--- src/rtl/v3r_sqrt_cell.sv ---
// One result bit of a restoring integer square root.
module v3r_sqrt_cell #(
    parameter int W  = 64,
    parameter int K  = 31,
    parameter int SW = 1
) (
    input  logic            clk,
    input  logic            rst_n,
    input  logic            in_valid,
    output logic            in_ready,
    input  logic [W-1:0]    in_rem,
    input  logic [W/2-1:0]  in_root,
    input  logic [SW-1:0]   in_side,
    output logic            out_valid,
    input  logic            out_ready,
    output logic [W-1:0]    out_rem,
    output logic [W/2-1:0]  out_root,
    output logic [SW-1:0]   out_side
);

    localparam int RW = W + 1;
    localparam int HW = W / 2;

    logic            valid_reg;
    logic [W-1:0]    rem_reg, rem_next;
    logic [HW-1:0]   root_reg, root_next;
    logic [SW-1:0]   side_reg;
    logic [RW-1:0]   trial;
    logic            take;

    // (q + 2^K)^2 - q^2 = q * 2^(K+1) + 2^(2K)
    always_comb
    begin
        trial     = (RW'(in_root) << (K + 1)) + (RW'(1) << (2 * K));
        take      = {1'b0, in_rem} >= trial;
        rem_next  = take ? (in_rem - trial[W-1:0]) : in_rem;
        root_next = take ? (in_root | (HW'(1) << K)) : in_root;
    end

    assign in_ready = !valid_reg || out_ready;

    always_ff @(posedge clk or negedge rst_n)
    begin
        if (!rst_n)
        begin
            valid_reg <= 1'b0;
        end
        else if (in_ready)
        begin
            valid_reg <= in_valid;
        end
    end

    always_ff @(posedge clk)
    begin
        if (in_ready)
        begin
            rem_reg  <= rem_next;
            root_reg <= root_next;
            side_reg <= in_side;
        end
    end

    assign out_valid = valid_reg;
    assign out_rem   = rem_reg;
    assign out_root  = root_reg;
    assign out_side  = side_reg;

endmodule

--- config.mk ---
export PLATFORM = sky130hd
export DESIGN_NAME = v3r_sqrt_cell
export DESIGN_NICKNAME = d
export VERILOG_FILES = /design/src/rtl/v3r_sqrt_cell.sv
export SDC_FILE = /design/constraint.sdc
export NUM_CORES = 1
export LEC_CHECK = 0
export BUFFER_PORTS_ARGS = -buffer_cell sky130_fd_sc_hd__buf_4
export CORE_UTILIZATION = 40
export DETAILED_ROUTE_END_ITERATION = 8
export PLACE_DENSITY = 0.66
export SLEW_MARGIN = 20
export SYNTH_ARGS = -nofsm -noshare
export SYNTH_HDL_FRONTEND = slang
export SYNTH_SLANG_ARGS = --single-unit
--- constraint.sdc ---
create_clock -name clk -period 5.6 [get_ports clk]
set_input_delay 1.12 -clock clk [delete_from_list [all_inputs] [get_ports clk]]
set_output_delay 1.12 -clock clk [all_outputs]
set_load 0.1 [all_outputs]
After elaboration in Yosys (flattened, before gate mapping)
Index checks and enable logic that the tools add are counted.
{"block": "totals", "wordCells": 11, "in_bits": 101, "out_inout_bits": 99, "ff_bits": 98}
{"block": "classes", "n_lt_le_gt_ge": 1, "n_reduce_logical": 2, "muxes": 1, "addsub": 2}
{"operator": "$add A64 B63 Y65 const B", "count": 1}
{"operator": "$ge A64 B65 Y1", "count": 1}
{"operator": "$mux W64", "count": 1}
{"operator": "$sub A64 B64 Y64", "count": 1}
{"operator": "$logic_not A1 Y1", "count": 1}
{"operator": "$logic_or A1 B1 Y1", "count": 1}

Longest topological paths before layout
Gate-level depths: netlist (run 1).
{"block": "depth", "word_depth": 3, "ltp_mapped": 12, "depth_no_buf": 10}

Worst setup path after synthesis (run 1)
Ideal clock, no wire load.
{"block": "synth_timing", "path_type": "input to output", "startpoint": "in out_ready", "endpoint": "out in_ready", "path_stages": 1, "slack_ns": 0.291, "arrival_ns": 4.189, "cell_sequence": "nand2b_1"}
{"block": "synth_via", "elab_chain_cells": 1}
{"item": "from (decl)", "line": "15", "rtl": "input logic out_ready,"}
{"item": "$logic_or A1 B1 Y1", "line": "40", "rtl": "assign in_ready = !valid_reg || out_ready;"}
{"item": "to (decl)", "line": "10", "rtl": "output logic in_ready,"}
Every way passes these cells.

Worst setup path after layout (run 1)
{"block": "layout_timing", "startpoint": "in in_root[24]", "endpoint": "reg rem_reg[58] (netlist: out_rem[58]) (data pin)"}
{"block": "layout_via", "elab_chain_cells": 3, "word_cells_on_any_way": 4}
{"item": "from (decl)", "line": "12", "rtl": "input logic [W/2-1:0] in_root,"}
{"item": "$add A64 B63 Y65 *", "line": "34", "rtl": "trial = (RW'(in_root) << (K + 1)) + (RW'(1) << (2 * K));"}
{"item": "$sub A64 B64 Y64 / $ge A64 B65 Y1 (equally long branches)", "line": "36, 35"}
{"item": "$mux W64 *", "line": "36", "rtl": "rem_next = take ? (in_rem - trial[W-1:0]) : in_rem;"}
{"item": "net rem_next[58]", "line": "25", "rtl": "logic [W-1:0] rem_reg, rem_next;"}
{"item": "to (signal assigned)", "line": "58", "rtl": "rem_reg <= rem_next;"}
{"item": "to (decl)", "line": "25"}
The timed path passes the listed nets; every way through them passes the cells marked *.
A chain may end at the register's enable or synchronous reset.

==> metrics.cfg, run 1 <==
[placement]
place.gp.congestion = 0.872
dpl_worst_slack_ps = 1510
portBuffers = 199
hpwl_um = 11400

[clocking]
cts_made_buffers = 9
cts-root-buf = clkbuf_16
postCtsSetupBuffers = 0
holdBufCountCts = 0
clk_latency_ps = 360
cts_resized = 0
clk_path_buf_depth = 2
cts_tree = built
cts-htree-levels = 3
cts_sinks = 98
clk_pin_slew_ps = 80

[route]
drc_errors = 0
m1WireLength_um = 6450
dr_wl_met3_um = 937
antenna_left = 0
num_vias = 4743
drt-total-wl_um = 14900
vias_per_cell = 5.32
wl_per_cell_um = 16.8
first_pass_iters = 5
wl_met2_um = 7290
top_layer = met4
dr.first_iter.drc_count = 282

[synth]
yosys_warnings = 0
ys_ff_latch = 98
ys_top_cells_by_area = edfxtp_1 (52%), ha_1 (7.3%), nand3_1 (3.6%)
synth.avg_cell_area_sq_um = 11.0
synth_nets = 647
synthFlopType = edfxtp_1
ys_types = 56
synth_edf_count = 97
netlist_area_sq_um = 5630
netlist_instances = 512
async_flop_share_pct = 1.02
seq_area_frac_synth_pct = 52.1
yosysTopAreaCell = edfxtp_1
synth.top_cell.area_share_pct = 51.7

[cells_and_area]
nets = 841
diodes = 0
layout_commonest_cell = buf_4
area_growth_pct = 34.9
layout_common_cells = buf_4 (202), edfxtp_1 (97), nand3_1 (40)
drive_gt1_share_pct = 33.2
final_util_pct = 55.0
fillers = 1229

[sta]
period_minus_slack_ps = 3700
rsz0062_at_grt = false
fmax_mhz = 270
worstMarginPinSlew_ps = 939
fin_ws_ps = 1900
setup_tns_ps = 0
slew_headroom_pct = 37.4
slew_viol_final = 0
fin_crit_sh_pct = 66.1
setup_violations = 0
finClkSkew_ps = 4.82
finalHoldViolations = 0

[die]
die_w_um = 121
start_util_pct = 40.7
die_height_um = 121
dieArea_sq_um = 14600
pin_count = 200
core_region_area_sq_um = 13800
rows = 43

[setup_path]
critPathArrivalTime_ps = 3870
crit_type = in -> reg
crit_family = simple AND/OR/NAND/NOR gates
cp-start-kind = input port
max_stage_delay_ps = 510
crit_path_end_kind = register
crit_cells = 9
slowest_stage = and2_2
setup.worst_path.end = out_rem[58]$_DFFE_PP_
r2r_cells = 2
worst_r2r_endpoint = out_rem[22]$_DFFE_PP_
path_buf_inv = 2
r2r_slack_ps = 3600
path_max_fanout = 33
critical_path.startpoint = in_root[24]
path_cells = buf_4 > inv_1 > ha_1 > nor4b_1 > nand4_1 > nor4_2 > a211oi_4 > and2_2 > o41ai_2
r2r-start = out_valid$_DFFE_PN0P_
cp_data_required_time_ps = 5770

[run_status]
status = finished, final reports clean

[global_routing]
antenna_found_initial = 0
grt_max_degree = 62
grt.overflow.total = 0
grt_pass1_wl_um = 22800
grt_util_all_layers_pct = 20.5
grt_pass1_vias = 4581

[pwr]
p_leak_uw = 0.00340
peakVddDrop_mv = 0.144
total_power_uw = 2590
powerDensity_nw_per_um2 = 341

[run]
cap_violations = 0

[worst_hold_path]
worstHoldPathType = in -> async

-- power by group --
part           switching, uW  internal (uW)  total (uW)
registers               22.5            898         920
clock network            307            317         625
logic                    786            260        1050
-- cells in the mapped netlist (2+ instances only) --
| master | n |
|---|---|
| a31oi_1 | 2 |
| o31ai_4 | 6 |
| nand2_1 | 33 |
| xnor2_1 | 12 |
| clkbuf_1 | 10 |
| xor2_1 | 10 |
| a21oi_1 | 36 |
| and4_1 | 3 |
| o21ai_0 | 19 |
| o31ai_1 | 2 |
| buf_2 | 6 |
| nand2b_1 | 9 |
| nor3_1 | 4 |
| inv_1 | 36 |
| a21o_1 | 19 |
| o21a_1 | 7 |
| o211ai_1 | 5 |
| or3_1 | 3 |
| o21ai_1 | 27 |
| and3b_1 | 4 |
| a21boi_0 | 4 |
| nand4_1 | 5 |
| o2111ai_1 | 3 |
| o211a_1 | 2 |
| a211oi_1 | 4 |
| nand3_2 | 2 |
| edfxtp_1 | 97 |
| ha_1 | 33 |
| nor2_1 | 25 |
| and2_1 | 4 |
| nor4_1 | 8 |
| nand3_1 | 40 |
| and3_1 | 7 |
| buf_6 | 2 |
| o31a_1 | 2 |
-- stage by stage --
stage / std cells / hold slack, ps / area, sq um
final: 891 / 519 / 7600
after global routing: 891 / 513 / 7600
after CTS: 891 / 508 / 7600
after detailed placement: 875 / 898 / 7290
after global placement: 875 / 897 / 7290
after floorplan: 512 / 824 / 5630
-- layout make-up --
type,instances,area [sq um],area share (%)
timing repair buffer,202,1520,20.0
tap,180,225,2.96
inverter,36,135,1.78
clock inverter,7,81.3,1.07
sequential,98,2940,38.7
clock buffer,9,225,2.96
multi-input combinational,359,2480,32.6
-- flip-flops by register name, indices dropped and copies added, names as in the netlist --
register and count:
out_side 1, out_rem 64, out_valid 1, out_root 32
-- metal layers --
layer | GRT usage, % | up-vias
li1 | - | 2316
met1 | 25.6 | 2220
met5 | 0 | -
met4 | 9.10 | 0
met2 | 34.7 | 190
met3 | 3.40 | 17
-- worst min path at each step --
stage / end / slack [ps]
4_1_cts: out_valid$_DFFE_PN0P_ / 510
6_report: out_valid$_DFFE_PN0P_ / 520
3_3_place_gp: out_valid$_DFFE_PN0P_ / 900
2_1_floorplan: out_valid$_DFFE_PN0P_ / 820
3_5_place_dp: out_valid$_DFFE_PN0P_ / 900
5_1_grt: out_valid$_DFFE_PN0P_ / 510
-- cells by family (layout without fill, tap and decap cells) --
| kind of cell | after synthesis | after routing | synth area share [%] |
|---|---|---|---|
| AO/OA/AOI/OAI | 147 | 147 | 18.0 |
| XOR/XNOR | 22 | 22 | 3.42 |
| adder cells (fa/ha/maj) | 34 | 34 | 7.68 |
| buffers and inverters | 55 | 254 | 4.13 |
| flip-flops | 98 | 98 | 52.1 |
| AND/OR/NAND/NOR | 156 | 156 | 14.6 |
-- worst reg2reg max path: cells and delay by family (launching register included) --
kind                   cells  cell delay [ps]
buffers and inverters      1              740
and+or+nand+nor            1              440
DFF                        1              410
Note: power is estimated with default switching activity, not from simulation.
==> run 2: changes to the inputs <==
==> constraint.sdc (replaced) <==
create_clock -name clk -period 3.8 [get_ports clk]
set_input_delay 0.76 -clock clk [delete_from_list [all_inputs] [get_ports clk]]
set_output_delay 0.76 -clock clk [all_outputs]
set_load 0.1 [all_outputs]
==> run 2 against run 1 <==
  * Non-clock buffer count is 4 higher
  * Register-to-register slack worse by 1800 ps
  * Utilization grew 0.33 points
  * Die area stayed put
  * Final cell count increased by 0.45%
  * Final area rose by 0.59%
  * Global-route usage grew 0.41 points
  * Power is 50% higher
  * Worst hold slack worse by 350 ps
  * Critical path type unchanged
  * Largest cell class unchanged
  * Largest power group unchanged
==> metrics.cfg, run 2 (synthesized netlist as in run 1, its figures left out) <==
[sta]
period_minus_slack_ps = 2940
setup_violations = 0  ; unchanged
fin_ws_ps = 865  ; -1030 ps
rsz0062_at_grt = false
finalHoldViolations = 0  ; unchanged
slew_viol_final = 0  ; unchanged
finClkSkew_ps = 9.71  ; +4.89 ps
slew_headroom_pct = 49.7  ; +12 points
worstMarginPinSlew_ps = 755  ; -184 ps
fin_crit_sh_pct = 77.2
setup_tns_ps = 0  ; unchanged
fmax_mhz = 341

[clocking]
cts-root-buf = clkbuf_16
cts_resized = 0  ; unchanged
clk_path_buf_depth = 2  ; unchanged
clk_latency_ps = 360  ; about the same
clk_pin_slew_ps = 70  ; about the same
cts-htree-levels = 3  ; unchanged
cts_made_buffers = 9  ; unchanged
cts_tree = built
postCtsSetupBuffers = 0  ; unchanged
holdBufCountCts = 0  ; unchanged
cts_sinks = 98  ; unchanged

[setup_path]
worst_r2r_endpoint = out_rem[40]$_DFFE_PP_
crit_path_end_kind = register
critPathArrivalTime_ps = 3120  ; -750 ps
path_cells = buf_4 > inv_1 > ha_1 > buf_4 > nor4b_1 > nand4_1 > nor4_2 > a211oi_4 > and2_2 > buf_4 > o31ai_1
cp-start-kind = input port
crit_top_cell = buf_4
r2r-start = out_valid$_DFFE_PN0P_
setup.worst_path.end = out_rem[63]$_DFFE_PP_
r2r_slack_ps = 1800  ; -1800 ps
crit_type = in -> reg
cp_data_required_time_ps = 3980  ; -1790 ps
r2r_cells = 2  ; unchanged
critical_path.startpoint = in_root[24]
max_stage_delay_ps = 430  ; -80 ps
slowest_stage = nor4_2
path_max_fanout = 11  ; -67%

[cells_and_area]
stdcell_count = 895  ; +0.45%
largest_reg_flops = 64  ; unchanged
diodes = 0  ; unchanged
layout_common_cells = buf_4 (206), edfxtp_1 (97), nand3_1 (40)
layout_commonest_cell = buf_4
drive_gt1_share_pct = 33.6  ; +0.37 points
fillers = 1247  ; +1.5%
final_util_pct = 55.3  ; +0.33 points
area_growth_pct = 35.7
nets = 845  ; +0.48%

[run_status]
status = finished, final reports clean

[run]
cap_violations = 0  ; unchanged

[global_routing]
grt_max_degree = 59  ; -4.8%
grt_util_all_layers_pct = 20.9  ; +0.41 points
antenna_found_initial = 0  ; unchanged
grt_pass1_wl_um = 23400  ; +2.8%
grt.overflow.total = 0  ; unchanged
grt_pass1_vias = 4660  ; +1.7%

[route]
wl_per_cell_um = 16.9  ; +0.55%
num_vias = 4774  ; +0.65%
dr.first_iter.drc_count = 325  ; +15%
vias_per_cell = 5.33  ; +0.20%
antenna_left = 0  ; unchanged
drc_errors = 0  ; unchanged
drt-total-wl_um = 15100  ; +1.0%
first_pass_iters = 6  ; +1

[worst_hold_path]
worstHoldPathType = in -> async

[placement]
place.gp.congestion = 0.858  ; -1.6%
portBuffers = 199  ; unchanged
hpwl_um = 11500  ; +1.2%
dp_cells = 879  ; +0.46%
dpl_worst_slack_ps = 502  ; -1010 ps

[pwr]
powerDensity_nw_per_um2 = 509  ; +49%
p_leak_uw = 0.00342  ; +0.69%
peakVddDrop_mv = 0.278  ; +94%

[die]
dieArea_sq_um = 14600  ; unchanged
die_height_um = 121  ; unchanged
rows = 43  ; unchanged
start_util_pct = 40.7  ; unchanged
core_region_area_sq_um = 13800  ; unchanged
die_w_um = 121  ; unchanged
pin_count = 200  ; unchanged

==> run 2: worst min path at each step <==
stage | endpoint | slack, ps
after global routing | out_valid$_DFFE_PN0P_ | 150
final | out_valid$_DFFE_PN0P_ | 170
after detailed placement | out_valid$_DFFE_PN0P_ | 540
after floorplan | out_valid$_DFFE_PN0P_ | 460
after CTS | out_valid$_DFFE_PN0P_ | 150
after global placement | out_valid$_DFFE_PN0P_ | 540
==> run 2: layout make-up <==
| type | instances | area, sq um | share of cell area (%) |
|---|---|---|---|
| clock buffers | 9 | 225 | 2.95 |
| repair buffers | 206 | 1550 | 20.2 |
| multi-input cells | 359 | 2480 | 32.4 |
| flip-flops and latches | 98 | 2940 | 38.4 |
| inverters | 36 | 135 | 1.77 |
| well taps | 180 | 225 | 2.95 |
| clock inverters | 7 | 96.3 | 1.26 |
==> run 2: through the flow <==
step	hold WS, ps	area [sq um]	total power (uW)
2_1_floorplan	464	5640	2560
3_3_place_gp	537	7320	2920
3_5_place_dp	536	7320	2930
4_1_cts	155	7650	3920
5_1_grt	150	7650	4040
6_report	169	7650	3890
==> run 2: per-layer routing <==
| layer | routed length [um] | up-vias | GRT usage, % |
|---|---|---|---|
| met1 | 6520 | 2225 | 26.4 |
| met5 | 0 | - | 0 |
| met3 | 1020 | 13 | 4.62 |
| met2 | 7400 | 210 | 35.6 |
| li1 | - | 2326 | - |
| met4 | 150 | 0 | 6.33 |
==> run 2: report_power, final <==
group / internal (uW) / total, uW / switching [uW]
logic: 390 / 1550 / 1160
clock network: 532 / 984 / 453
registers: 1320 / 1350 / 31.5
==> run 2: critical path, delay by kind of cell <==
family | cells | cell delay (ps)
AO/OA/AOI/OAI | 2 | 350
adder cells (fa/ha/maj) | 1 | 260
buffers and inverters | 4 | 500
AND/OR/NAND/NOR | 4 | 1230
