==> src/rtl/v3r_pkg.sv <==
package v3r_pkg;

    localparam int COORD_W   = 32;   // Q16.16 vector component
    localparam int RATIO_W   = 20;   // Q4.16 index ratio
    localparam int LANES     = 3;    // x, y, z
    localparam int FRAC_W    = 16;
    localparam int DIV_REM_W = COORD_W + FRAC_W;   // |v| * 2^16
    localparam int QUOT_W    = FRAC_W + 1;         // |u| <= 1.0

endpackage

==> src/rtl/v3r_div_cell.sv <==
// One quotient bit of a restoring divide, three lanes sharing a divisor.
module v3r_div_cell import v3r_pkg::*; #(
    parameter int K  = 16,
    parameter int SW = 1
) (
    input  logic                                clk,
    input  logic                                rst_n,
    input  logic                                in_valid,
    output logic                                in_ready,
    input  logic [LANES-1:0][DIV_REM_W-1:0]     in_rem,
    input  logic [LANES-1:0][QUOT_W-1:0]        in_quot,
    input  logic [COORD_W-1:0]                  in_divisor,
    input  logic [SW-1:0]                       in_side,
    output logic                                out_valid,
    input  logic                                out_ready,
    output logic [LANES-1:0][DIV_REM_W-1:0]     out_rem,
    output logic [LANES-1:0][QUOT_W-1:0]        out_quot,
    output logic [COORD_W-1:0]                  out_divisor,
    output logic [SW-1:0]                       out_side
);

    localparam int TW = DIV_REM_W + 1;

    logic                               valid_reg;
    logic [LANES-1:0][DIV_REM_W-1:0]    rem_reg, rem_next;
    logic [LANES-1:0][QUOT_W-1:0]       quot_reg, quot_next;
    logic [COORD_W-1:0]                 divisor_reg;
    logic [SW-1:0]                      side_reg;
    logic [TW-1:0]                      trial;

    always_comb
    begin
        trial = TW'(in_divisor) << K;
        for (int i = 0; i < LANES; i++)
        begin
            if ({1'b0, in_rem[i]} >= trial)
            begin
                rem_next[i]  = in_rem[i] - trial[DIV_REM_W-1:0];
                quot_next[i] = in_quot[i] | (QUOT_W'(1) << K);
            end
            else
            begin
                rem_next[i]  = in_rem[i];
                quot_next[i] = in_quot[i];
            end
        end
    end

    assign in_ready = !valid_reg || out_ready;

    always_ff @(posedge clk or negedge rst_n)
    begin
        if (!rst_n)
        begin
            valid_reg <= 1'b0;
        end
        else if (in_ready)
        begin
            valid_reg <= in_valid;
        end
    end

    always_ff @(posedge clk)
    begin
        if (in_ready)
        begin
            rem_reg     <= rem_next;
            quot_reg    <= quot_next;
            divisor_reg <= in_divisor;
            side_reg    <= in_side;
        end
    end

    assign out_valid   = valid_reg;
    assign out_rem     = rem_reg;
    assign out_quot    = quot_reg;
    assign out_divisor = divisor_reg;
    assign out_side    = side_reg;

endmodule

==> config.mk <==
export PLATFORM = sky130hd
export DESIGN_NAME = v3r_div_cell
export DESIGN_NICKNAME = d
export VERILOG_FILES = /design/src/rtl/v3r_pkg.sv /design/src/rtl/v3r_div_cell.sv
export SDC_FILE = /design/constraint.sdc
export NUM_CORES = 1
export LEC_CHECK = 0
export BUFFER_PORTS_ARGS = -buffer_cell sky130_fd_sc_hd__buf_4
export CAP_MARGIN = 10
export CORE_AREA = 3 3 177 179
export CTS_CLUSTER_DIAMETER = 40
export CTS_CLUSTER_SIZE = 30
export DETAILED_ROUTE_END_ITERATION = 8
export DIE_AREA = 0 0 180 182
export PLACE_DENSITY = 0.72
export SLEW_MARGIN = 20
export SYNTH_ARGS = -nofsm -noshare
export SYNTH_HDL_FRONTEND = slang
export SYNTH_SLANG_ARGS = --single-unit
==> constraint.sdc <==
create_clock -name clk -period 10.2 [get_ports clk]
set_input_delay 1.53 -clock clk [delete_from_list [all_inputs] [get_ports clk]]
set_output_delay 1.53 -clock clk [all_outputs]
set_load 0.05 [all_outputs]
---- Yosys cells after proc, flatten, opt, wreduce, memory -nomap -nowiden ----
Index checks and enable logic that the tools add are counted.
Widths: inputs -> output; s select.
storage, ports and cells
  output and inout port bits .............. 230
  bits in registers ....................... 229
  bits of input ports ..................... 232
operators by class
  $lt $le $gt $ge ......................... 3
  reduce and logical (&&, ||, !) cells .... 2
  multiplexer cells ....................... 3
  add/subtract/negate cells ............... 3
operators by type and width
  operator          count
  $ge 48x48->1      3
  $mux 48           3
  $sub 48x48->48    3
  $logic_not 1->1   1
  $logic_or 1x1->1  1

---- Depth between registers and ports, before layout ----
Gate-level depths: netlist (run 1).
  depth after elaboration ................. 2
  gate-level depth with buffers ........... 14

---- Least setup slack after synthesis (run 1) ----
No wires, ideal clock.
  kind .................................... input-to-output
  from .................................... input out_ready
  to ...................................... output in_ready
  slack ................................... 1.312 ns
  stages .................................. 1
  path buffers ............................ 0
  data arrival time ....................... 7.358 ns
  cell sequence ........................... nand2b_1
between the ends
  longest elaborated chain between the ends .. 1
ends and longest elaborated chain
  what                RTL line            RTL
  start: declaration  v3r_div_cell.sv:15  input logic out_ready,
  $logic_or 1x1->1    v3r_div_cell.sv:49  assign in_ready = !valid_reg || out_ready;
  end: declaration    v3r_div_cell.sv:9   output logic in_ready,
No other way between the ends.

==> results of run 1 <==
cells by family (layout without fill, tap and decap cells):
group                      Yosys count  after routing  share of synthesized area
other                                0              1                          0
DFF                                229            229                     0.5189
muxes                               38             38                    0.03760
buffers and inverters               95            599                    0.02919
AOI/OAI and AO/OA                  340            340                     0.1639
and+or+nand+nor                    276            276                    0.09958
adders and majority gates           99             99                    0.09524
xor gates and xnor gates            84             84                    0.05556
Yosys cell counts (12+ instances only):
| cell | instances | area share |
|---|---|---|
| sky130_fd_sc_hd__inv_1 | 63 | 0.018 |
| sky130_fd_sc_hd__a21o_1 | 46 | 0.026 |
| sky130_fd_sc_hd__nand3_1 | 25 | 0.0094 |
| sky130_fd_sc_hd__and3_1 | 14 | 0.0066 |
| sky130_fd_sc_hd__nand2b_1 | 17 | 0.0080 |
| sky130_fd_sc_hd__nor3_1 | 15 | 0.0057 |
| sky130_fd_sc_hd__a21oi_1 | 80 | 0.030 |
| sky130_fd_sc_hd__o21ai_0 | 96 | 0.036 |
| sky130_fd_sc_hd__a31oi_1 | 15 | 0.0071 |
| sky130_fd_sc_hd__nand2_1 | 113 | 0.032 |
| sky130_fd_sc_hd__clkbuf_1 | 22 | 0.0062 |
| sky130_fd_sc_hd__edfxtp_1 | 228 | 0.52 |
| sky130_fd_sc_hd__xnor2_1 | 46 | 0.030 |
| sky130_fd_sc_hd__o21bai_1 | 15 | 0.0085 |
| sky130_fd_sc_hd__mux2_4 | 20 | 0.023 |
| sky130_fd_sc_hd__nor4_1 | 12 | 0.0057 |
| sky130_fd_sc_hd__ha_1 | 96 | 0.091 |
| sky130_fd_sc_hd__o21a_1 | 15 | 0.0085 |
| sky130_fd_sc_hd__xor2_1 | 38 | 0.025 |
| sky130_fd_sc_hd__nor2_1 | 41 | 0.012 |
registers in the layout (all words and copies together) (netlist names):
signal and count:
out_valid 1, out_rem 144, out_divisor 32, out_quot 51
out_side 1
layout make-up:
type	count	area share
well taps	390	0.02634
flip-flops and latches	229	0.3709
multi-input cells	837	0.3237
repair buffers	466	0.1906
clock inverters	26	0.01911
clock buffers	44	0.05652
diodes	1	0.0001351
inverters	63	0.01276
how the worst min path moves through the flow:
stage                           from                endpoint  slack [ns]  depth (start not counted)
2_1_floorplan                  rst_n   out_valid$_DFFE_PN0P_        1.23                          0
3_5_place_dp   out_valid$_DFFE_PN0P_  out_quot[44]$_DFFE_PP_        0.86                          1
5_1_grt                        rst_n   out_valid$_DFFE_PN0P_        0.76                          1
4_1_cts                        rst_n   out_valid$_DFFE_PN0P_        0.75                          1
6_report                       rst_n   out_valid$_DFFE_PN0P_        0.77                          1
3_3_place_gp   out_valid$_DFFE_PN0P_  out_quot[43]$_DFFE_PP_        0.83                          1
where the power goes:
part | internal [mW] | leakage (nW) | switching, mW | total, mW
clock | 0.904 | 0.682 | 0.484 | 1.39
combinational | 0.372 | 5.31 | 0.706 | 1.08
sequential | 1.17 | 2.31 | 0.0326 | 1.20
total | 2.44 | 8.30 | 1.22 | 3.66
per-stage QoR:
step                utilization  hold WS (ns)  instances  power [mW]
floorplan                     -         1.234       1161       1.951
global placement         0.5753        0.8321       1984       2.277
detailed placement       0.5753        0.8615       1984       2.288
CTS                      0.6225        0.7498       2054       3.689
global route             0.6235        0.7559       2056       3.812
finish                   0.6235        0.7740       2056       3.665
layer usage:
| layer | global-route usage | vias to the layer above |
|---|---|---|
| met1 | 0.2935 | 5373 |
| li1 | - | 5360 |
| met4 | 0.08075 | 0 |
| met2 | 0.4573 | 423 |
| met5 | 0 | - |
| met3 | 0.05549 | 69 |
==> results.rst, run 1 <==
.. list-table::
   :header-rows: 1

   * - Metric
     - Value
   * - Result of the run
     - complete, no violations
   * - Global-route wire length before repair
     - 63940 µm
   * - Worst Setup Slack, final
     - 5.757 ns
   * - # clock sinks
     - 229
   * - Wire length on met2
     - 22290 µm
   * - Number of library cell types mapped by synthesis
     - 70
   * - Combined buffer and inverter count along the critical path
     - 3
   * - Net count after synthesis
     - 1492
   * - Count of unresolved DRC violations after routing
     - 0
   * - Placement Rows
     - 63
   * - Area of combinational cells with multiple inputs
     - 5998 µm²
   * - Clock period minus worst slack
     - 4.443 ns
   * - Setup violation total in the final timing report
     - 0
   * - Most used flip-flop cell after synthesis
     - sky130_fd_sc_hd__edfxtp_1
   * - Period utilization
     - 0.4356
   * - I/O Buffers
     - roughly 460
   * - Gpl congestion
     - 0.9471
   * - Initial antenna violation count
     - 1
   * - Met1 wire length
     - 16600 µm
   * - Number of buffers inserted by hold repair at cts
     - 0
   * - Maxcap violations
     - 0
   * - X dimension of the die
     - 180 µm
   * - Per-cell routed wire length
     - 21.00 µm
   * - Timing-limited maximum frequency
     - 225.1 MHz
   * - Static Leak
     - 8.298 nW
   * - Critical setup path kind
     - in2reg
   * - Warnings, synthesis
     - 0
   * - Fill cells
     - 2416
   * - Cell family with most CP delay
     - compound AO/OA/AOI/OAI gates
   * - Post-synth EDFFs
     - 228
   * - Combined area of all synthesized cells
     - 13240 µm²
   * - Worst reg2reg setup slack
     - 8.17 ns
   * - R2R depth
     - 2
   * - Met3 wire length
     - 2953 µm
   * - Crit path capture type
     - register
   * - Crit Reg-Reg Endpoint
     - out_rem[32]$_DFFE_PP_
   * - Final TNS setup
     - 0 ns
   * - Max layer used
     - met4
   * - Post_cts resized
     - 0
   * - Number of global-route vias before repair
     - 11165
   * - Max rail drop VDD
     - 0.0001029 V
   * - Via total after detailed routing
     - 11225
   * - Clock latency on the worst-skew pair
     - 0.52 ns
   * - Detailed-router iteration count before antenna repair
     - 5
   * - DR iter-0 viols
     - 698
   * - #FFs+latches synth
     - 229
   * - Cell Pwr Density
     - between 150 and 200 nW/µm²
   * - Total wire length
     - 43180 µm
   * - CORE AREA
     - 29720 µm²
   * - Average size of a mapped cell
     - roughly 11 µm²
   * - Post-CTS setup buffer count
     - 0
   * - Die area
     - roughly 33000 µm²
   * - Effective utilization at floorplan
     - 0.4456
   * - Setup repair after global routing missed its margin
     - no
   * - CTS clk-pin slew, worst paths
     - roughly 0.060 ns
   * - First element of the critical path
     - in_divisor[2]
   * - Clock tree from TritonCTS
     - built
   * - Maximum number of pins on one net before global-route repair
     - 170
   * - Post-place setup slack
     - between 5 and 6 ns
   * - Worst path required time
     - between 10 and 15 ns
   * - Fraction of layout cells with a size suffix above 1
     - 0.3453
   * - Total half-perimeter wirelength after legalization and detailed placement
     - 34100 µm
   * - Max-slew headroom
     - 0.3064
   * - Area after DPL
     - 17100 µm²
   * - Leading cell type in the layout, fill and taps excluded
     - sky130_fd_sc_hd__buf_4
   * - Max Clock Skew
     - 0.01902 ns
   * - Largest buffer count on any clock path
     - 3
   * - Global route total overflow
     - 0
   * - Worst path cell trace
     - buf_4 > inv_1 > ha_1 > nor2b_4 > o31a_1 > o2111a_1 > o2111ai_1 > a41oi_2 > a21oi_2 > o21ai_1 > a21oi_4 > buf_4 > mux2_2
   * - Worst min-delay path category
     - in2async
   * - Share of synthesized flip-flops with an asynchronous set or reset
     - 0.004367
   * - Critical path's largest stage delay
     - 0.47 ns
   * - Global-route usage over all layers
     - 0.2508
   * - R2r startpoint
     - out_valid$_DFFE_PN0P_
   * - Most common cell on crit path
     - sky130_fd_sc_hd__buf_4
   * - Endpoint arrival time on the critical path
     - roughly 4.7 ns
   * - Via density per instance
     - between 5 and 6
   * - Final antenna-violating net count
     - 0
   * - Number of failing hold endpoints at the final stage
     - 0
   * - Worst path slowest cell
     - sky130_fd_sc_hd__buf_4
   * - Seq. cell area
     - 6872 µm²
   * - Sequential fraction of the synthesis area
     - 0.5189
   * - Timing endpoint of the critical path
     - out_rem[66]$_DFFE_PP_
   * - Die Y
     - 182 µm
   * - Non-Filler Cell Area, Final
     - 18530 µm²
   * - Final Net Count
     - 1967
   * - H-tree level count
     - 2
   * - Area grow syn2layout
     - 39.92%
   * - Number of buffers added by the clock tree synthesis step
     - 39
   * - Root buf cell
     - sky130_fd_sc_hd__clkbuf_16
   * - Slew Limit Fails
     - 0
   * - Critical Path Start Type
     - input pin
   * - # IOs
     - 462
   * - Commonest cells after routing, fill and taps aside
     - sky130_fd_sc_hd__buf_4, sky130_fd_sc_hd__edfxtp_1, sky130_fd_sc_hd__nand2_1
   * - Cell depth of the worst setup path
     - 13
   * - Number of cells produced by synthesis
     - approximately 1200
   * - Biggest fanout along the worst timing path
     - 33
   * - Worst slew pin tran
     - 1.040 ns
(Power assumes the default switching activity.)
==> inputs of run 2 (changes only) <==
- CORE_AREA: 3 3 177 179 -> 3 3 179 181
- DIE_AREA: 0 0 180 182 -> 0 0 182 184
- PLACE_DENSITY: 0.72 -> 0.73
- clock period: 10.2 -> 3.8 ns (I/O delays scaled with it)
==> run 2 against run 1 <==
Compared with the run above:
- utilization decreased by 1.3 points
- critical path depth rose by 1
- routed wire length about the same
- sequential share of layout area down 0.31 points
- first-iteration DRC count decreased by 1.6%
- worst hold slack worse by 0.55 ns
- clock power rose to 2.7 times the previous value
- setup slack got worse by 5.1 ns
- power grew to 2.7 times the previous value
- largest power group unchanged
==> results.rst, run 2 (synthesis results as in run 1) <==
.. list-table::
   :header-rows: 1

   * - Metric
     - Value
   * - Number of buffers added by the clock tree synthesis step
     - 40 (+2.6%)
   * - DR iter-0 viols
     - 687 (-1.6%)
   * - Via total after detailed routing
     - 11261 (+0.32%)
   * - Biggest fanout along the worst timing path
     - 28 (-15%)
   * - R2r startpoint
     - out_valid$_DFFE_PN0P_
   * - Global-route wire length before repair
     - 62840 µm (-1.7%)
   * - Leading cell type in the layout, fill and taps excluded
     - sky130_fd_sc_hd__buf_4
   * - Non-Filler Cell Area, Final
     - 18690 µm² (+0.85%)
   * - Worst slew pin tran
     - 0.6727 ns (-0.3677 ns)
   * - Slew Limit Fails
     - 0 (unchanged)
   * - CTS clk-pin slew, worst paths
     - 0.07 ns (about the same)
   * - Worst min-delay path category
     - in2reg
   * - Sequential group share of total power
     - 0.326 (about the same)
   * - Global route total overflow
     - 0 (unchanged)
   * - Worst path cell trace
     - buf_4 > inv_1 > ha_1 > fa_1 > nor2b_4 > o31a_1 > o2111a_1 > o2111ai_1 > a41oi_2 > a21oi_2 > o21ai_1 > a21oi_4 > buf_12 > mux2_2
   * - Via density per instance
     - 5.404 (-1.0%)
   * - Timing endpoint of the critical path
     - out_rem[66]$_DFFE_PP_
   * - Clock share of power
     - 0.378 (about the same)
   * - # IOs
     - 462 (unchanged)
   * - Switching Fraction
     - 0.3298 (-0.003851)
   * - R2R depth
     - 2 (unchanged)
   * - H-tree level count
     - 2 (unchanged)
   * - Final antenna-violating net count
     - 0 (unchanged)
   * - Worst path slowest cell
     - sky130_fd_sc_hd__mux2_2
   * - Max-slew headroom
     - 0.5474 (+0.2410)
   * - Number of failing hold endpoints at the final stage
     - 0 (unchanged)
   * - X dimension of the die
     - 182 µm (+1.1%)
   * - I/O Buffers
     - 461 (unchanged)
   * - Max rail drop VDD
     - 0.0004456 V (+330%)
   * - Clock latency on the worst-skew pair
     - 0.52 ns (about the same)
   * - First element of the critical path
     - in_rem[64]
   * - Detailed-router iteration count before antenna repair
     - 7 (+2)
   * - Critical Path Start Type
     - input pin
   * - Area after DPL
     - 17280 µm² (+1.1%)
   * - Per-cell routed wire length
     - 20.71 µm (-1.4%)
   * - Combinational group share of total power
     - 0.296 (+0.002)
   * - Total half-perimeter wirelength after legalization and detailed placement
     - 34710 µm (+1.8%)
   * - Total wire length
     - 43150 µm (about the same)
   * - Cell Pwr Density
     - 528.4 nW/µm² (+170%)
   * - Endpoint arrival time on the critical path
     - 3.45 ns (-1.26 ns)
   * - Critical path's largest stage delay
     - 0.36 ns (-0.11 ns)
   * - Count of unresolved DRC violations after routing
     - 0 (unchanged)
   * - Effective utilization at floorplan
     - 0.4329 (-0.01270)
   * - Clock period minus worst slack
     - 3.176 ns
   * - End-of-flow core utilization
     - 0.6109 (-0.01262)
   * - Number of flip-flops under the largest register name
     - 144 (unchanged)
   * - Final Hold Slack
     - 0.2221 ns (-0.5519 ns)
   * - Setup violation total in the final timing report
     - 0 (unchanged)
   * - Clock tree from TritonCTS
     - built
   * - Global-route usage over all layers
     - 0.2432 (-0.007538)
   * - Static Leak
     - 8.387 nW (+1.1%)
   * - Max Clock Skew
     - 0.02073 ns (+0.001702 ns)
   * - CORE AREA
     - 30590 µm² (+2.9%)
   * - Root buf cell
     - sky130_fd_sc_hd__clkbuf_16
   * - Crit Reg-Reg Endpoint
     - out_rem[131]$_DFFE_PP_
   * - Period utilization
     - 0.8358
   * - Area grow syn2layout
     - 41.11%
   * - Post-placement cell count
     - 2008 (+1.2%)
   * - # clock sinks
     - 229 (unchanged)
   * - Worst reg2reg setup slack
     - 2.06 ns (-6.11 ns)
   * - Maxcap violations
     - 0 (unchanged)
   * - Initial antenna violation count
     - 3 (+2)
   * - Gpl congestion
     - 0.9113 (-3.8%)
   * - Crit path capture type
     - register
   * - Switching pwr
     - 3.256 mW (+170%)
   * - Post-route non-filler standard cell count
     - 2084 (+1.4%)
   * - Fraction of layout cells with a size suffix above 1
     - 0.3501 (+0.004803)
   * - Internal
     - 6.617 mW (+170%)
   * - Largest buffer count on any clock path
     - 3 (unchanged)
   * - Worst path required time
     - 4.07 ns (-6.40 ns)
   * - Maximum number of pins on one net before global-route repair
     - 95 (-44%)
   * - Timing-limited maximum frequency
     - 314.9 MHz
   * - Die area
     - 33490 µm² (+2.2%)
   * - Die Y
     - 184 µm (+1.1%)
   * - Setup repair after global routing missed its margin
     - no
   * - Result of the run
     - complete, no violations
   * - Commonest cells after routing, fill and taps aside
     - sky130_fd_sc_hd__buf_4, sky130_fd_sc_hd__edfxtp_1, sky130_fd_sc_hd__nand2_1
   * - Number of global-route vias before repair
     - 11202 (+0.33%)
   * - Final TNS setup
     - 0 ns (unchanged)
   * - Post_cts resized
     - 0 (unchanged)
   * - Final Net Count
     - 1986 (+0.97%)
   * - Placement Rows
     - 64 (+1.6%)
   * - Critical setup path kind
     - in2reg
run 2: cell types whose count changed in the layout (fill, tap and decap cells not counted), sizes merged:
| cell | change |
|---|---|
| buf | +17 |
| clkbuf | +2 |
| clkinvlp | +1 |
| diode | +2 |
| bufinv | +1 |
| dlygate4sd3 | +1 |
| clkinv | -2 |
run 2: critical path: cells and delay by family:
kind | cells | cell delay [ns]
adder cells (fa/ha/maj) | 2 | 0.46
buffers and inverters | 3 | 0.42
multiplexers | 1 | 0.36
AND/OR/NAND/NOR | 1 | 0.06
AO/OA/AOI/OAI | 7 | 1.53
run 2: repair_timing:
action | 4_1_cts | 5_1_grt
endpoints found under the hold margin | 1 | 0
hold buffers | 1 | 0
buffers inserted | 0 | 0
setup endpoints to repair | 0 | 0
run 2: power by group through the flow:
| stage | sequential [mW] | combinational (mW) | clock, mW |
|---|---|---|---|
| floorplan | 4.20 | 1.00 | 0 |
| global placement | 3.26 | 2.89 | 0 |
| detailed placement | 3.27 | 2.91 | 0 |
| CTS | 3.22 | 2.92 | 3.79 |
| global route | 3.24 | 3.09 | 3.90 |
| finish | 3.22 | 2.92 | 3.73 |
run 2: worst min-delay path by stage:
stage | from | end | slack [ns] | cells after the start
2_1_floorplan | rst_n | out_valid$_DFFE_PN0P_ | 0.27 | 0
3_3_place_gp | rst_n | out_valid$_DFFE_PN0P_ | 0.35 | 1
3_5_place_dp | rst_n | out_valid$_DFFE_PN0P_ | 0.35 | 1
4_1_cts | in_quot[4] | out_quot[4]$_DFFE_PP_ | 0.20 | 1
5_1_grt | in_quot[22] | out_quot[22]$_DFFE_PP_ | 0.20 | 1
6_report | in_quot[4] | out_quot[4]$_DFFE_PP_ | 0.22 | 1
run 2: through the flow:
stage               power (mW)  setup WS (ns)
CTS                      9.934         0.6193
global placement         6.153         0.1642
floorplan                5.206         0.5359
finish                   9.873         0.6241
global route             10.24         0.4227
detailed placement       6.178         0.1008
run 2: cell type report:
class                           instances  area [µm²]
Multi-Input combinational cell        837        5998
Antenna cell                            3       7.507
Timing Repair Buffer                  484        3686
Fill cell                            2529       11900
Inverter                               63       236.5
Tap cell                              396       495.5
Clock buffer                           46        1045
Sequential cell                       229        6872
Clock inverter                         26       346.6
run 2: layer usage:
metal  vias to the layer above  GRT usage  wire (µm)
met5                         -          0          0
met4                         0     0.1213       2221
met3                       109    0.06074       3407
met2                       507     0.4305      21540
met1                      5256     0.2735      15990
li1                       5389          -          -
==> inputs of run 3 (changes only) <==
- clock period: 3.8 -> 2.63 ns (I/O delays scaled with it)
==> run 3 against run 2 <==
Compared with the run above:
- largest cell class unchanged
- flip-flop and latch count stayed put
- the flow now finishes with violations (setup timing)
- setup slack worse by 0.65 ns
- utilization is 7.6 points higher
- via count is 8.2% higher
- clock-buffer cell count is 8 lower
==> results.rst, run 3 (synthesis results as in run 1) <==
.. list-table::
   :header-rows: 1

   * - Metric
     - Value
   * - Result of the run
     - finished, violations left
   * - Violations in the final reports
     - setup timing
   * - Setup repair after global routing missed its margin
     - yes
   * - Via total after detailed routing
     - 12185 (+8.2%)
   * - I/O Buffers
     - 461 (unchanged)
   * - Die area
     - 33490 µm² (unchanged)
   * - Post-placement cell count
     - 2272 (+13%)
   * - Global-route wire length before repair
     - 69390 µm (+10%)
   * - Worst reg2reg setup slack
     - 0.97 ns (-1.09 ns)
   * - Critical setup path kind
     - in2reg
   * - Max Clock Skew
     - 0.02775 ns (+0.007021 ns)
   * - Via density per instance
     - 5.201 (-3.8%)
   * - Clock tree from TritonCTS
     - built
   * - Final Net Count
     - 2250 (+13%)
   * - Critical Path Start Type
     - input pin
   * - Clock period minus worst slack
     - 2.651 ns
   * - GR met1 Demand/Resource
     - 0.3249 (+0.05140)
   * - Number of buffers added by the clock tree synthesis step
     - 35 (-13%)
   * - Critical path's largest stage delay
     - 0.43 ns (+0.07 ns)
   * - Met2 track utilization from global routing
     - 0.4696 (+0.03911)
   * - Slew Limit Fails
     - 0 (unchanged)
   * - Fraction of layout cells with a size suffix above 1
     - 0.4712 (+0.1210)
   * - Combined buffer and inverter count along the critical path
     - 3 (unchanged)
   * - Cell family with most CP delay
     - compound AO/OA/AOI/OAI gates
   * - Post-route non-filler standard cell count
     - 2343 (+12%)
   * - H-tree level count
     - 2 (unchanged)
   * - DR iter-0 viols
     - 679 (-1.2%)
   * - Effective utilization at floorplan
     - 0.4329 (unchanged)
   * - Launch instance of the worst min-delay path
     - in_quot[12]
   * - Static Leak
     - 9.666 nW (+15%)
   * - Worst path cell trace
     - buf_4 > inv_1 > ha_1 > a2111o_1 > o2111a_1 > o2111ai_2 > a41oi_2 > a21oi_2 > o21ai_2 > a21oi_4 > buf_12 > mux2_4
   * - Max rail drop VDD
     - 0.0005627 V (+26%)
   * - # clock sinks
     - 229 (unchanged)
   * - R2R depth
     - 2 (unchanged)
   * - Initial antenna violation count
     - 3 (unchanged)
   * - Final Hold Slack
     - 0.03680 ns (-0.1853 ns)
   * - Number of flip-flops under the largest register name
     - 144 (unchanged)
   * - CTS clk-pin slew, worst paths
     - 0.06 ns (about the same)
   * - Final TNS setup
     - -0.2313 ns (-0.2313 ns)
   * - # IOs
     - 462 (unchanged)
   * - Endpoint arrival time on the critical path
     - 2.91 ns (-0.54 ns)
   * - Post-place setup slack
     - -0.6577 ns (-0.7585 ns)
   * - Die Y
     - 184 µm (unchanged)
   * - Root buf cell
     - sky130_fd_sc_hd__clkbuf_16
   * - Fill cells
     - 2299 (-9.1%)
   * - Final antenna-violating net count
     - 0 (unchanged)
   * - Timing-limited maximum frequency
     - 377.2 MHz
   * - Max-slew headroom
     - 0.4722 (-0.07517)
   * - Count of unresolved DRC violations after routing
     - 0 (unchanged)
   * - Worst slew pin tran
     - 0.7844 ns (+0.1117 ns)
   * - Worst path required time
     - 2.89 ns (-1.18 ns)
   * - Global route total overflow
     - 0 (unchanged)
   * - Non-Filler Cell Area, Final
     - 21000 µm² (+12%)
   * - Detailed-router iteration count before antenna repair
     - 5 (-2)
   * - Maxcap violations
     - 0 (unchanged)
   * - Leading cell type in the layout, fill and taps excluded
     - sky130_fd_sc_hd__buf_4
   * - Total half-perimeter wirelength after legalization and detailed placement
     - 38660 µm (+11%)
   * - Largest buffer count on any clock path
     - 3 (unchanged)
   * - WHS Path Cells
     - 1 (unchanged)
   * - Placement Rows
     - 64 (unchanged)
   * - Area after DPL
     - 19480 µm² (+13%)
   * - Per-cell routed wire length
     - 20.19 µm (-2.5%)
   * - Worst path slowest cell
     - sky130_fd_sc_hd__a2111o_1
   * - Crit Reg-Reg Endpoint
     - out_rem[137]$_DFFE_PP_
   * - Endpoint of the worst hold path
     - out_quot[12]$_DFFE_PP_
   * - Area grow syn2layout
     - 58.55%
   * - Number of global-route vias before repair
     - 12344 (+10%)
   * - Period utilization
     - 1.008
   * - Biggest fanout along the worst timing path
     - 19 (-32%)
   * - Global-route usage over all layers
     - 0.2694 (+0.02616)
   * - Commonest cells after routing, fill and taps aside
     - sky130_fd_sc_hd__buf_4, sky130_fd_sc_hd__edfxtp_1, sky130_fd_sc_hd__nand2_1
   * - X dimension of the die
     - 182 µm (unchanged)
   * - Number of failing hold endpoints at the final stage
     - 0 (unchanged)
   * - Worst min-delay path category
     - in2reg
   * - Global-route met3 utilization
     - 0.05778 (-0.002968)
   * - Total wire length
     - 47310 µm (+9.6%)
   * - Gpl congestion
     - 0.9207 (+1.0%)
   * - Cell Pwr Density
     - 670.3 nW/µm² (+27%)
   * - GRT Max-Usage Layer
     - met2
   * - Crit path capture type
     - register
   * - CORE AREA
     - 30590 µm² (unchanged)
   * - Clock latency on the worst-skew pair
     - 0.53 ns (about the same)
   * - Maximum number of pins on one net before global-route repair
     - 59 (-38%)
   * - R2r startpoint
     - out_valid$_DFFE_PN0P_
   * - Setup violation total in the final timing report
     - 23 (+23)
   * - Worst Setup Slack, final
     - -0.02091 ns (-0.6450 ns)
-- run 3: cell types whose count changed in the layout (fill, tap and decap cells not counted), sizes merged --
cell | previous run | this run
buf | 483 | 752
clkbuf | 46 | 38
bufinv | 7 | 2
clkinvlp | 2 | 7
inv | 69 | 67
-- run 3: where the power goes --
part	internal, mW	switching (mW)	total (mW)	leakage [nW]
registers	4.52	0.132	4.65	2.31
clock network	2.71	1.81	4.52	0.549
logic	1.95	2.96	4.91	6.81
-- run 3: how the worst max path moves through the flow --
stage                         startpoint                      to  slack, ns  cells past startpoint
after floorplan               in_rem[64]   out_rem[68]$_DFFE_PP_      -0.28                     13
after global placement     in_divisor[6]  out_rem[127]$_DFFE_PP_      -0.59                     14
after detailed placement   in_divisor[0]   out_rem[47]$_DFFE_PP_      -0.66                     13
after CTS                 in_divisor[25]   out_rem[31]$_DFFE_PP_      0.002                     12
after global routing       in_divisor[6]   out_rem[93]$_DFFE_PP_      -0.13                     12
final                      in_divisor[6]   out_rem[79]$_DFFE_PP_      -0.02                     12
-- run 3: what timing repair did --
action	CTS	global route
setup endpoints to repair	80	93
hold endpoints to repair	1	0
setup buffers	1	4
resized for setup	15	46
hold buffers	1	0
pin swaps	4	18
-- run 3: final cells by class --
cell class,count,area (µm²),share of cell area
clock buffer,38,887.1,0.04225
inverter,63,272.8,0.01299
tap,396,495.5,0.02360
clock inverter,24,265.3,0.01263
timing repair buffer,753,5808,0.2766
antenna,3,7.507,0.0003575
multi-input combinational,837,6387,0.3042
sequential,229,6873,0.3273
-- run 3: metrics by stage --
step | utilization | total power, mW
finish | 0.6864 | 14.07
global route | 0.6864 | 14.65
CTS | 0.6771 | 14.10
detailed placement | 0.6369 | 9.512
global placement | 0.6369 | 9.436
floorplan | - | 7.578
-- run 3: routing by layer --
layer	wire length, µm	vias to the layer above
met5	0	-
met4	2024	0
met3	3267	107
met1	18600	5720
met2	23420	447
li1	-	5911
